<file path="config.mk">
export PLATFORM = sky130hd
export DESIGN_NAME = button_press_classifier
export DESIGN_NICKNAME = d
export VERILOG_FILES = /design/src/rtl/bpc_pkg.sv /design/src/rtl/button_press_classifier.sv /design/src/rtl/bpc_cfg.sv /design/src/rtl/bpc_core.sv
export SDC_FILE = /design/constraint.sdc
export NUM_CORES = 1
export LEC_CHECK = 0
export BUFFER_PORTS_ARGS = -buffer_cell sky130_fd_sc_hd__buf_2
export CORE_MARGIN = 4
export CORE_UTILIZATION = 50
export CTS_BUF_LIST = sky130_fd_sc_hd__clkbuf_8
export DETAILED_ROUTE_END_ITERATION = 7
export PLACE_DENSITY = 0.72
export SLEW_MARGIN = 20
export SYNTH_ARGS = -nofsm -noshare
export SYNTH_HDL_FRONTEND = slang
export SYNTH_SLANG_ARGS = --single-unit
</file>
<file path="constraint.sdc">
create_clock -name clk -period 6.7 [get_ports clk]
set_input_delay 1.005 -clock clk [delete_from_list [all_inputs] [get_ports clk]]
set_output_delay 1.005 -clock clk [all_outputs]
set_load 0.005 [all_outputs]
</file>
<file path="src/rtl/bpc_pkg.sv">
// Package with shared types and constants of the button press classifier.
`timescale 1ns / 1ps
`default_nettype none

package bpc_pkg;

  // Widths of tick counters, series counters and the register index.
  localparam int unsigned TickW  = 10;
  localparam int unsigned CountW = 8;
  localparam int unsigned IndexW = 3;

  // Largest tick count that fits the counter width.
  localparam logic [TickW-1:0] TickMax = '1;

  // Register indexes of the configuration port.
  typedef enum logic [IndexW-1:0] {
    REG_LONG_PRESS_TICKS = 3'd0,
    REG_COUNT_CAP        = 3'd1,
    REG_DOUBLE_WINDOW    = 3'd2,
    REG_DOUBLE_HOLD      = 3'd3,
    REG_SHORT_SERIES_GAP = 3'd4,
    REG_LONG_SERIES_GAP  = 3'd5
  } reg_index_t;

  // Reset values of the configuration registers.
  localparam logic [TickW-1:0] LongPressTicksReset = 10'd200;
  localparam logic [TickW-1:0] CountCapReset       = 10'd1000;
  localparam logic [TickW-1:0] DoubleWindowReset   = 10'd50;
  localparam logic [TickW-1:0] DoubleHoldReset     = 10'd10;
  localparam logic [TickW-1:0] ShortSeriesGapReset = 10'd200;
  localparam logic [TickW-1:0] LongSeriesGapReset  = 10'd600;

  // Current configuration as seen by the classifier core.
  typedef struct packed {
    logic [TickW-1:0] long_press_ticks;
    logic [TickW-1:0] count_cap;
    logic [TickW-1:0] double_window;
    logic [TickW-1:0] double_hold;
    logic [TickW-1:0] short_series_gap;
    logic [TickW-1:0] long_series_gap;
  } cfg_t;

  // One result transaction.
  typedef struct packed {
    logic              long_held;
    logic              short_held;
    logic              short_release;
    logic              long_release;
    logic              double_click;
    logic [CountW-1:0] short_series;
    logic [CountW-1:0] long_series;
  } result_t;

endpackage

`default_nettype wire

</file>
<file path="src/rtl/button_press_classifier.sv">
// Top level of the button press classifier: handshake, core and output register.
// Takes one sampled button level per input transaction and returns one result
// transaction for each. A sample is accepted every clock cycle as long as the
// output register is empty or being drained; the result is registered in the
// next cycle, set by the single state update between the input handshake and
// the output register. Configuration registers are written through a plain
// write port and should only be changed while no transaction is in flight.
`timescale 1ns / 1ps
`default_nettype none

module button_press_classifier
  import bpc_pkg::*;
(
  input  wire logic              clk,
  input  wire logic              rst,
  input  wire logic              cfg_write,
  input  wire logic [IndexW-1:0] cfg_index,
  input  wire logic [TickW-1:0]  cfg_data,
  input  wire logic              in_valid,
  output logic                   in_stall,
  input  wire logic              pressed,
  output logic                   out_valid,
  input  wire logic              out_stall,
  output logic                   long_held,
  output logic                   short_held,
  output logic                   short_release,
  output logic                   long_release,
  output logic                   double_click,
  output logic [CountW-1:0]      short_series,
  output logic [CountW-1:0]      long_series
);

  cfg_t    cfg;
  result_t result;
  result_t out_reg;
  logic    accept;

  bpc_cfg u_cfg (
    .clk       (clk),
    .rst       (rst),
    .cfg_write (cfg_write),
    .cfg_index (cfg_index),
    .cfg_data  (cfg_data),
    .cfg       (cfg)
  );

  bpc_core u_core (
    .clk     (clk),
    .rst     (rst),
    .step    (accept),
    .pressed (pressed),
    .cfg     (cfg),
    .result  (result)
  );

  // Stall input only while a finished result is held and not taken.
  assign in_stall = out_valid & out_stall;
  assign accept   = in_valid & ~in_stall;

  // Output valid flag.
  always_ff @(posedge clk) begin
    if (rst) begin
      out_valid <= 1'b0;
    end else if (accept) begin
      out_valid <= 1'b1;
    end else if (!out_stall) begin
      out_valid <= 1'b0;
    end
  end

  // Output payload register loads with each accepted transaction.
  always_ff @(posedge clk) begin
    if (accept) begin
      out_reg <= result;
    end
  end

  assign long_held     = out_reg.long_held;
  assign short_held    = out_reg.short_held;
  assign short_release = out_reg.short_release;
  assign long_release  = out_reg.long_release;
  assign double_click  = out_reg.double_click;
  assign short_series  = out_reg.short_series;
  assign long_series   = out_reg.long_series;

endmodule

`default_nettype wire

</file>
<file path="src/rtl/bpc_cfg.sv">
// Configuration register file of the button press classifier.
`timescale 1ns / 1ps
`default_nettype none

module bpc_cfg
  import bpc_pkg::*;
(
  input  wire logic              clk,
  input  wire logic              rst,
  input  wire logic              cfg_write,
  input  wire logic [IndexW-1:0] cfg_index,
  input  wire logic [TickW-1:0]  cfg_data,
  output cfg_t                   cfg
);

  cfg_t regs;

  // Write one register per enabled cycle; unknown indexes are ignored.
  always_ff @(posedge clk) begin
    if (rst) begin
      regs.long_press_ticks <= LongPressTicksReset;
      regs.count_cap        <= CountCapReset;
      regs.double_window    <= DoubleWindowReset;
      regs.double_hold      <= DoubleHoldReset;
      regs.short_series_gap <= ShortSeriesGapReset;
      regs.long_series_gap  <= LongSeriesGapReset;
    end else if (cfg_write) begin
      unique case (reg_index_t'(cfg_index))
        REG_LONG_PRESS_TICKS: regs.long_press_ticks <= cfg_data;
        REG_COUNT_CAP:        regs.count_cap        <= cfg_data;
        REG_DOUBLE_WINDOW:    regs.double_window    <= cfg_data;
        REG_DOUBLE_HOLD:      regs.double_hold      <= cfg_data;
        REG_SHORT_SERIES_GAP: regs.short_series_gap <= cfg_data;
        REG_LONG_SERIES_GAP:  regs.long_series_gap  <= cfg_data;
        default: ;
      endcase
    end
  end

  assign cfg = regs;

endmodule

`default_nettype wire

</file>
<file path="src/rtl/bpc_core.sv">
// Classifier state and its combinational update for one button sample.
`timescale 1ns / 1ps
`default_nettype none

module bpc_core
  import bpc_pkg::*;
(
  input  wire logic clk,
  input  wire logic rst,
  input  wire logic step,
  input  wire logic pressed,
  input  wire cfg_t cfg,
  output result_t   result
);

  logic [TickW-1:0]  press_ticks, press_ticks_next;
  logic [TickW-1:0]  release_ticks, release_ticks_next;
  logic [TickW-1:0]  since_short, since_short_next;
  logic              long_flag, long_flag_next;
  logic              short_flag, short_flag_next;
  logic              double_flag, double_flag_next;
  logic [CountW-1:0] short_count, short_count_next;
  logic [CountW-1:0] long_count, long_count_next;
  logic              short_pulse, long_pulse;

  // Next state for one sample.
  always_comb begin
    press_ticks_next   = press_ticks;
    release_ticks_next = release_ticks;
    since_short_next   = since_short;
    long_flag_next     = long_flag;
    short_flag_next    = short_flag;
    double_flag_next   = double_flag;
    short_count_next   = short_count;
    long_count_next    = long_count;
    short_pulse        = 1'b0;
    long_pulse         = 1'b0;

    // Press and release tick counting with the held flags and release pulses.
    if (pressed) begin
      release_ticks_next = '0;
      if (press_ticks < cfg.count_cap) begin
        press_ticks_next = press_ticks + 1'b1;
      end
      if (press_ticks_next > cfg.long_press_ticks) begin
        long_flag_next = 1'b1;
      end else if (press_ticks_next != '0 &&
                   press_ticks_next < cfg.long_press_ticks) begin
        short_flag_next = 1'b1;
      end
    end else begin
      long_flag_next  = 1'b0;
      short_flag_next = 1'b0;
      if (press_ticks > cfg.long_press_ticks) begin
        long_pulse = 1'b1;
      end else if (press_ticks != '0 && press_ticks < cfg.long_press_ticks) begin
        short_pulse = 1'b1;
      end
      press_ticks_next = '0;
      if (release_ticks < cfg.count_cap) begin
        release_ticks_next = release_ticks + 1'b1;
      end
    end

    // Short series count, double-click flag and the gap since the last short release.
    if (short_pulse) begin
      short_count_next = short_count + 1'b1;
      if (since_short <= cfg.double_window) begin
        double_flag_next = 1'b1;
      end
      since_short_next = TickW'(1);
    end else begin
      if (since_short <= cfg.count_cap && since_short != TickMax) begin
        since_short_next = since_short + 1'b1;
      end
      if (since_short_next >= cfg.double_hold) begin
        double_flag_next = 1'b0;
      end
    end
    if (release_ticks_next > cfg.short_series_gap) begin
      short_count_next = '0;
    end

    // Long series count.
    if (long_pulse) begin
      long_count_next = long_count + 1'b1;
    end
    if (release_ticks_next > cfg.long_series_gap) begin
      long_count_next = '0;
    end
  end

  // State registers advance once per accepted sample.
  always_ff @(posedge clk) begin
    if (rst) begin
      press_ticks   <= '0;
      release_ticks <= '0;
      since_short   <= '0;
      long_flag     <= 1'b0;
      short_flag    <= 1'b0;
      double_flag   <= 1'b0;
      short_count   <= '0;
      long_count    <= '0;
    end else if (step) begin
      press_ticks   <= press_ticks_next;
      release_ticks <= release_ticks_next;
      since_short   <= since_short_next;
      long_flag     <= long_flag_next;
      short_flag    <= short_flag_next;
      double_flag   <= double_flag_next;
      short_count   <= short_count_next;
      long_count    <= long_count_next;
    end
  end

  // Result fields are taken after the update.
  always_comb begin
    result.long_held     = long_flag_next;
    result.short_held    = short_flag_next;
    result.short_release = short_pulse;
    result.long_release  = long_pulse;
    result.double_click  = double_flag_next;
    result.short_series  = short_count_next;
    result.long_series   = long_count_next;
  end

endmodule

`default_nettype wire

</file>
# Word-level counts from Yosys, hierarchy flattened
# Cells that the tools add are included.
# Widths: inputs -> output; s select.
# op_classes
addsub,5
n_lt_le_gt_ge,11
n_eq_ne,7
mux,27
bitwise_logic,3
n_reduce_logical,12
# op_table
cell,count
$mux 10,8
$gt 10x10->1,4
$lt 10x10->1,4
$mux 8,4
$add 10x1->10 const B,3
$le 10x10->1,2
$reduce_bool 10->1,2
$add 8x1->8 const B,2
$mux 1,15
$reduce_and 2->1,6
$ge 10x10->1,1
$ne 10x10->1 const B,1
$eq 3x2->1 const B,2
$eq 3x3->1 const B,2
$eq 3x1->1 const B,1
$logic_and 1x1->1,3
$logic_not 3->1,1
$and 1x1->1,2
$ne 2x1->1 const B,1
$not 1->1,1
# word_totals
reg_bits,131
input_bits,19
elab_cells,87

# Longest topological paths before layout
# logic_depth
word_depth,9
ltp_mapped,20
mapped_depth_nobuf,19

# Modules after synthesis
# Synthesis repeated with hierarchy kept, for this count alone.
# hier_totals
cells_unflattened,973
area_unflattened_um2,8509.4
# modules_own_cells
mod,n_inst,cells_each,area_per_inst_um2,seq_area_each_um2
bpc_core,1,727,5466.5,980.9
bpc_cfg,1,220,2366.0,1201.2
button_press_classifier,1,26,676.9,650.6

# Worst setup path after synthesis
# No wires, ideal clock.
# synth_timing
path_type,flip-flop to flip-flop
start,register u_cfg.regs (netlist bit u_cfg.cfg[48])
end,register u_core.short_count[7]
arrival_time_ps,3705
path_slack_ps,2920
stages_incl_launch_ff,20
path_buffers,1
period_less_slack_ps,3780
path_cell_list,dfxtp_1 inv_1 ha_1 a21o_1 a21oi_1 nor3b_1 o211ai_1 a21boi_2 nand3_1 xor2_1 nor2_1 ha_1 a21o_1 a211o_1 o21ai_0 a21oi_1 nor3_1 clkbuf_1 a41oi_1 a31oi_1
# synth_between
elab_chain_len,5
# synth_lines
item,line_no,rtl
from (decl),bpc_cfg.sv:16,cfg_t regs;
$lt 10x10->1,bpc_core.sv:60,if (release_ticks < cfg.count_cap) begin
$mux 10,bpc_core.sv:60,
$mux 10,bpc_core.sv:40,if (pressed) begin
via u_core.release_ticks_next[8],bpc_core.sv:17,"logic [TickW-1:0] release_ticks, release_ticks_next;"
$gt 10x10->1,bpc_core.sv:80,if (release_ticks_next > cfg.short_series_gap) begin
$mux 8,bpc_core.sv:80,
to (signal assigned),bpc_core.sv:111,short_count <= short_count_next;
to (decl),bpc_core.sv:22,"logic [CountW-1:0] short_count, short_count_next;"
# The timed path passes the listed nets, and every way through them passes these cells.
# A chain may end at the register's enable or synchronous reset.

# Final worst setup path
# Ends and elaborated chain as after synthesis.

==> metrics.md <==
| Metric | Value |
|---|---|
| Finished Core Util | `55.8%` |
| Worst-path clk slew | `around 0.080 ns` |
| Iter 0 DRT Violations | `485` |
| Total wire length | `19.8 mm` |
| Slew Limit Fails | `0` |
| Top cells by area, synth | `dfxtp_1 (27%), ha_1 (14%), edfxtp_1 (7.8%)` |
| Hold crit path type | `flip-flop to flip-flop` |
| Hold violation count in the final report | `0` |
| Cell accounting for the most synthesized area | `dfxtp_1` |
| Post-synthesis simple-gate area fraction | `19.8%` |
| Root Driver | `clkbuf_8` |
| Mapped Nets | `1092` |
| Die span in y | `135 um` |
| Total track usage | `22.6%` |
| CP max stage delay | `0.75 ns` |
| Final period utilization | `a little over two thirds` |
| Share of layout cells above drive strength 1 | `8.99%` |
| Compound-cell area share of the yosys netlist | `20.3%` |
| CP arrival | `5.12 ns` |
| Routed via count | `6980` |
| # setup viols final | `0` |
| Largest net degree at the start of global routing | `50` |
| Setup TNS Final | `0 ns` |
| Setup crit start | `u_cfg.cfg[48]` |
| Fmax | `~0.21 GHz` |
| Slew HR | `a little over a third` |
| Crit path kind | `flip-flop to flip-flop` |
| Grt ovf | `0` |
| Cells after Synth | `979` |
| Hold WS | `0.459 ns` |
| # IOs | `42` |
| Fillers | `1482` |
| Slew at the pin closest to its max-slew limit | `0.962 ns` |
| Int Pwr | `1.20 mW` |
| Die extent in x | `135 um` |
| Gpl congestion | `0.886` |
| # DRC | `0` |
| CTS Buf Count | `17` |
| Initial antenna violation count | `0` |
| Post-synthesis mux area share | `0.508%` |
| Ys Warns | `0` |
| Min Tclk post-route | `4.73 ns` |
| Post-synth ARST share | `0%` |
| Pwr dens | `187 nW/um^2` |
| Synth Area in XOR/XNOR | `4.42%` |
| Vias in the first global route | `6598` |
| Reg2reg path depth | `19` |
| CTS Buffer Depth | `2` |
| Syn_area_per_cell | `8.30 um^2` |
| DIE AREA | `18400 um^2` |
| Post-synth EDFFs | `21` |
| DRT Pass-1 Iters | `5` |
| Prevailing post-synth register cell | `dfxtp_1` |
| Port bufs | `41` |
| Final Power | `1.66 mW` |
| Number of routed nets with antenna violations | `0` |
| Main combinational cell family by area after synthesis | `compound AO/OA/AOI/OAI gates` |
| First-pass GRT wire length | `33.2 mm` |
| Hold_buf cts | `0` |
| Post-CTS Setup Bufs | `0` |
| H-Tree Depth | `4` |
| CP startpoint kind | `flip-flop` |
| Required time worst endpoint | `7.08 ns` |
| Adder-cell share of the synthesized area | `between 10% and 20%` |
| Flop pwr share | `~50%` |
| Reg2reg start | `u_cfg.cfg[48]` |
| Setup Skew | `0.0124 ns` |
| Net Sw Frac | `27.6%` |
| Synthesized flop and latch total | `around 130` |
| IR Drop Worst-Case VDD | `0.128 mV` |
| Detail Placement HPWL | `approximately 14 mm` |
| Core Region | `15900 um^2` |
| Initial Util | `51.2%` |
| Avg Vias per Cell | `about 5.7` |
| P_sw | `~0.46 mW` |
| Sink Count | `131` |
| NumNets Final | `1112` |
| Clk pwr share | `between 40% and 50%` |
| Diode count | `0` |
| Unrepaired setup endpoints after global routing | `false` |
| CP Max Fanout | `13` |
| Outcome | `completed` |
| Avg WL per Cell | `16.1 um` |
| Slowest-stage cell, CP | `nor3_1` |
| Max-cap viol count | `0` |
| Worst skew pair latency | `approximately 0.46 ns` |
| CP Cell Sequence | `inv_1, ha_1, a21o_1, a21oi_1, nor3b_1, o211ai_1, a21boi_2, nand3_1, xor2_1, nor2_1, ha_1, a21o_1, a211o_1, o21ai_0, a21oi_1, buf_4, nor3_1, a41oi_1, a31oi_1` |
| Num rows | `46` |
| Resize count post-CTS | `0` |
| Comb power frac | `8.6%` |
| Post-synth cell types | `63` |
| CTS tree | `built` |
| Leakage | `3.76 nW` |
| Area Overhead vs Synth | `9.08%` |
| Synth Cell Area | `8130 um^2` |
| Critical Path End Type | `flip-flop` |
| Top cell type's share of synthesized area | `27.1%` |
| Worst hold start | `u_cfg.cfg[44]` |
| Worst Hold Path Cells | `2` |
| Register area share after synthesis | `between 30% and 40%` |
## metrics by stage
| stage | worst slack, ns | std cells | cell area (um^2) |
|---|---|---|---|
| global placement | 2.15 | 1196 | 8460 |
| global route | 1.37 | 1228 | 8860 |
| floorplan | 2.92 | 979 | 8130 |
| finish | 1.97 | 1228 | 8860 |
| detailed placement | 2.04 | 1196 | 8460 |
| CTS | 2.02 | 1228 | 8850 |
## final cells by class
cell class	count	area (um^2)	area share (%)
multi-input cells	729	4840	54.7
flip-flops and latches	131	2830	32.0
inverters	73	274	3.09
clock inverters	15	159	1.79
clock buffers	17	234	2.64
repair buffers	47	250	2.82
well taps	216	270	3.05
## critical path: cells and delay by family, from the launching register on
family | cells | cell delay (ns)
AO/OA/AOI/OAI | 10 | 2.00
XOR/XNOR | 1 | 0.17
adder cells (fa/ha/maj) | 2 | 0.60
buffers and inverters | 2 | 0.28
flip-flops | 1 | 0.32
AND/OR/NAND/NOR | 4 | 1.29
## routing by layer
layer	wire length (um)	part of all wire, %	GRT usage [%]
met1	9410	48	31.0
met2	9010	45	36.1
met3	913	4.6	4.01
met4	469	2.4	7.33
met5	0	0	0
## synth_stat cells, types with 3 or more instances
cell type / n
a211o_1: 6
buf_2: 8
a31oi_1: 15
o211ai_1: 26
o21ai_0: 35
xnor2_1: 20
nand2_1: 148
a32o_1: 3
mux2i_1: 3
dfxtp_1: 110
o21a_1: 9
o41ai_1: 4
clkbuf_1: 35
edfxtp_1: 21
a21oi_1: 92
nor3_1: 14
ha_1: 94
and4_1: 9
inv_1: 70
o31ai_1: 3
xor2_1: 21
nor2b_1: 6
a21o_1: 29
nand3_1: 25
nand4_1: 20
nand2b_1: 7
a41oi_1: 9
a32oi_1: 3
or4_1: 3
nor2_1: 56
and3_1: 10
and2_1: 7
a22oi_1: 5
or3_1: 15
## power by group through the flow
stage,Clock [mW],Combinational (mW),Sequential (mW)
after floorplan,0,0.0919,0.844
after global placement,0,0.140,0.847
after detailed placement,0,0.142,0.847
after CTS,0.691,0.143,0.829
after global routing,0.728,0.161,0.831
final,0.684,0.143,0.829
## cells by family (layout without fill, tap and decap cells)
| logic type | Yosys count | count (layout) |
|---|---|---|
| DFF | 131 | 131 |
| and+or+nand+nor | 337 | 337 |
| buffers and inverters | 119 | 152 |
| xor gates and xnor gates | 41 | 41 |
| muxes | 4 | 4 |
| adders and majority gates | 94 | 94 |
| AOI/OAI and AO/OA | 253 | 253 |
## state kept, by name, indices dropped and copies added (netlist names)
name	count
double_click	1
long_held	1
long_release	1
long_series	8
out_valid	1
short_held	1
short_release	1
short_series	8
u_cfg.cfg	60
u_core.double_flag	1
u_core.long_count	8
u_core.long_flag	1
u_core.press_ticks	10
u_core.release_ticks	10
u_core.short_count	8
u_core.short_flag	1
u_core.since_short	10
## placed cells by master (no fill, tap or decap), types with 9 or more instances in the layout
master	count
dfxtp_1	110
a21o_1	29
o21ai_0	35
xnor2_1	20
and4_1	9
nor2_1	56
clkbuf_8	17
xor2_1	21
buf_2	41
or3_1	15
edfxtp_1	21
nand4_1	20
a21oi_1	92
ha_1	94
nand3_1	25
a31oi_1	15
nand2_1	148
inv_1	71
nor3_1	14
o211ai_1	26
and3_1	10
a41oi_1	9
o21a_1	9
## worst paths after layout
kind | to | slack, ns
worst min register to register | u_cfg.cfg[44] | 0.46
worst min-delay path | u_cfg.cfg[44] | 0.46
worst max register to register | u_core.short_count[7] | 1.97
worst max-delay path | u_core.short_count[7] | 1.97
Power figures use the tool's default switching activity.
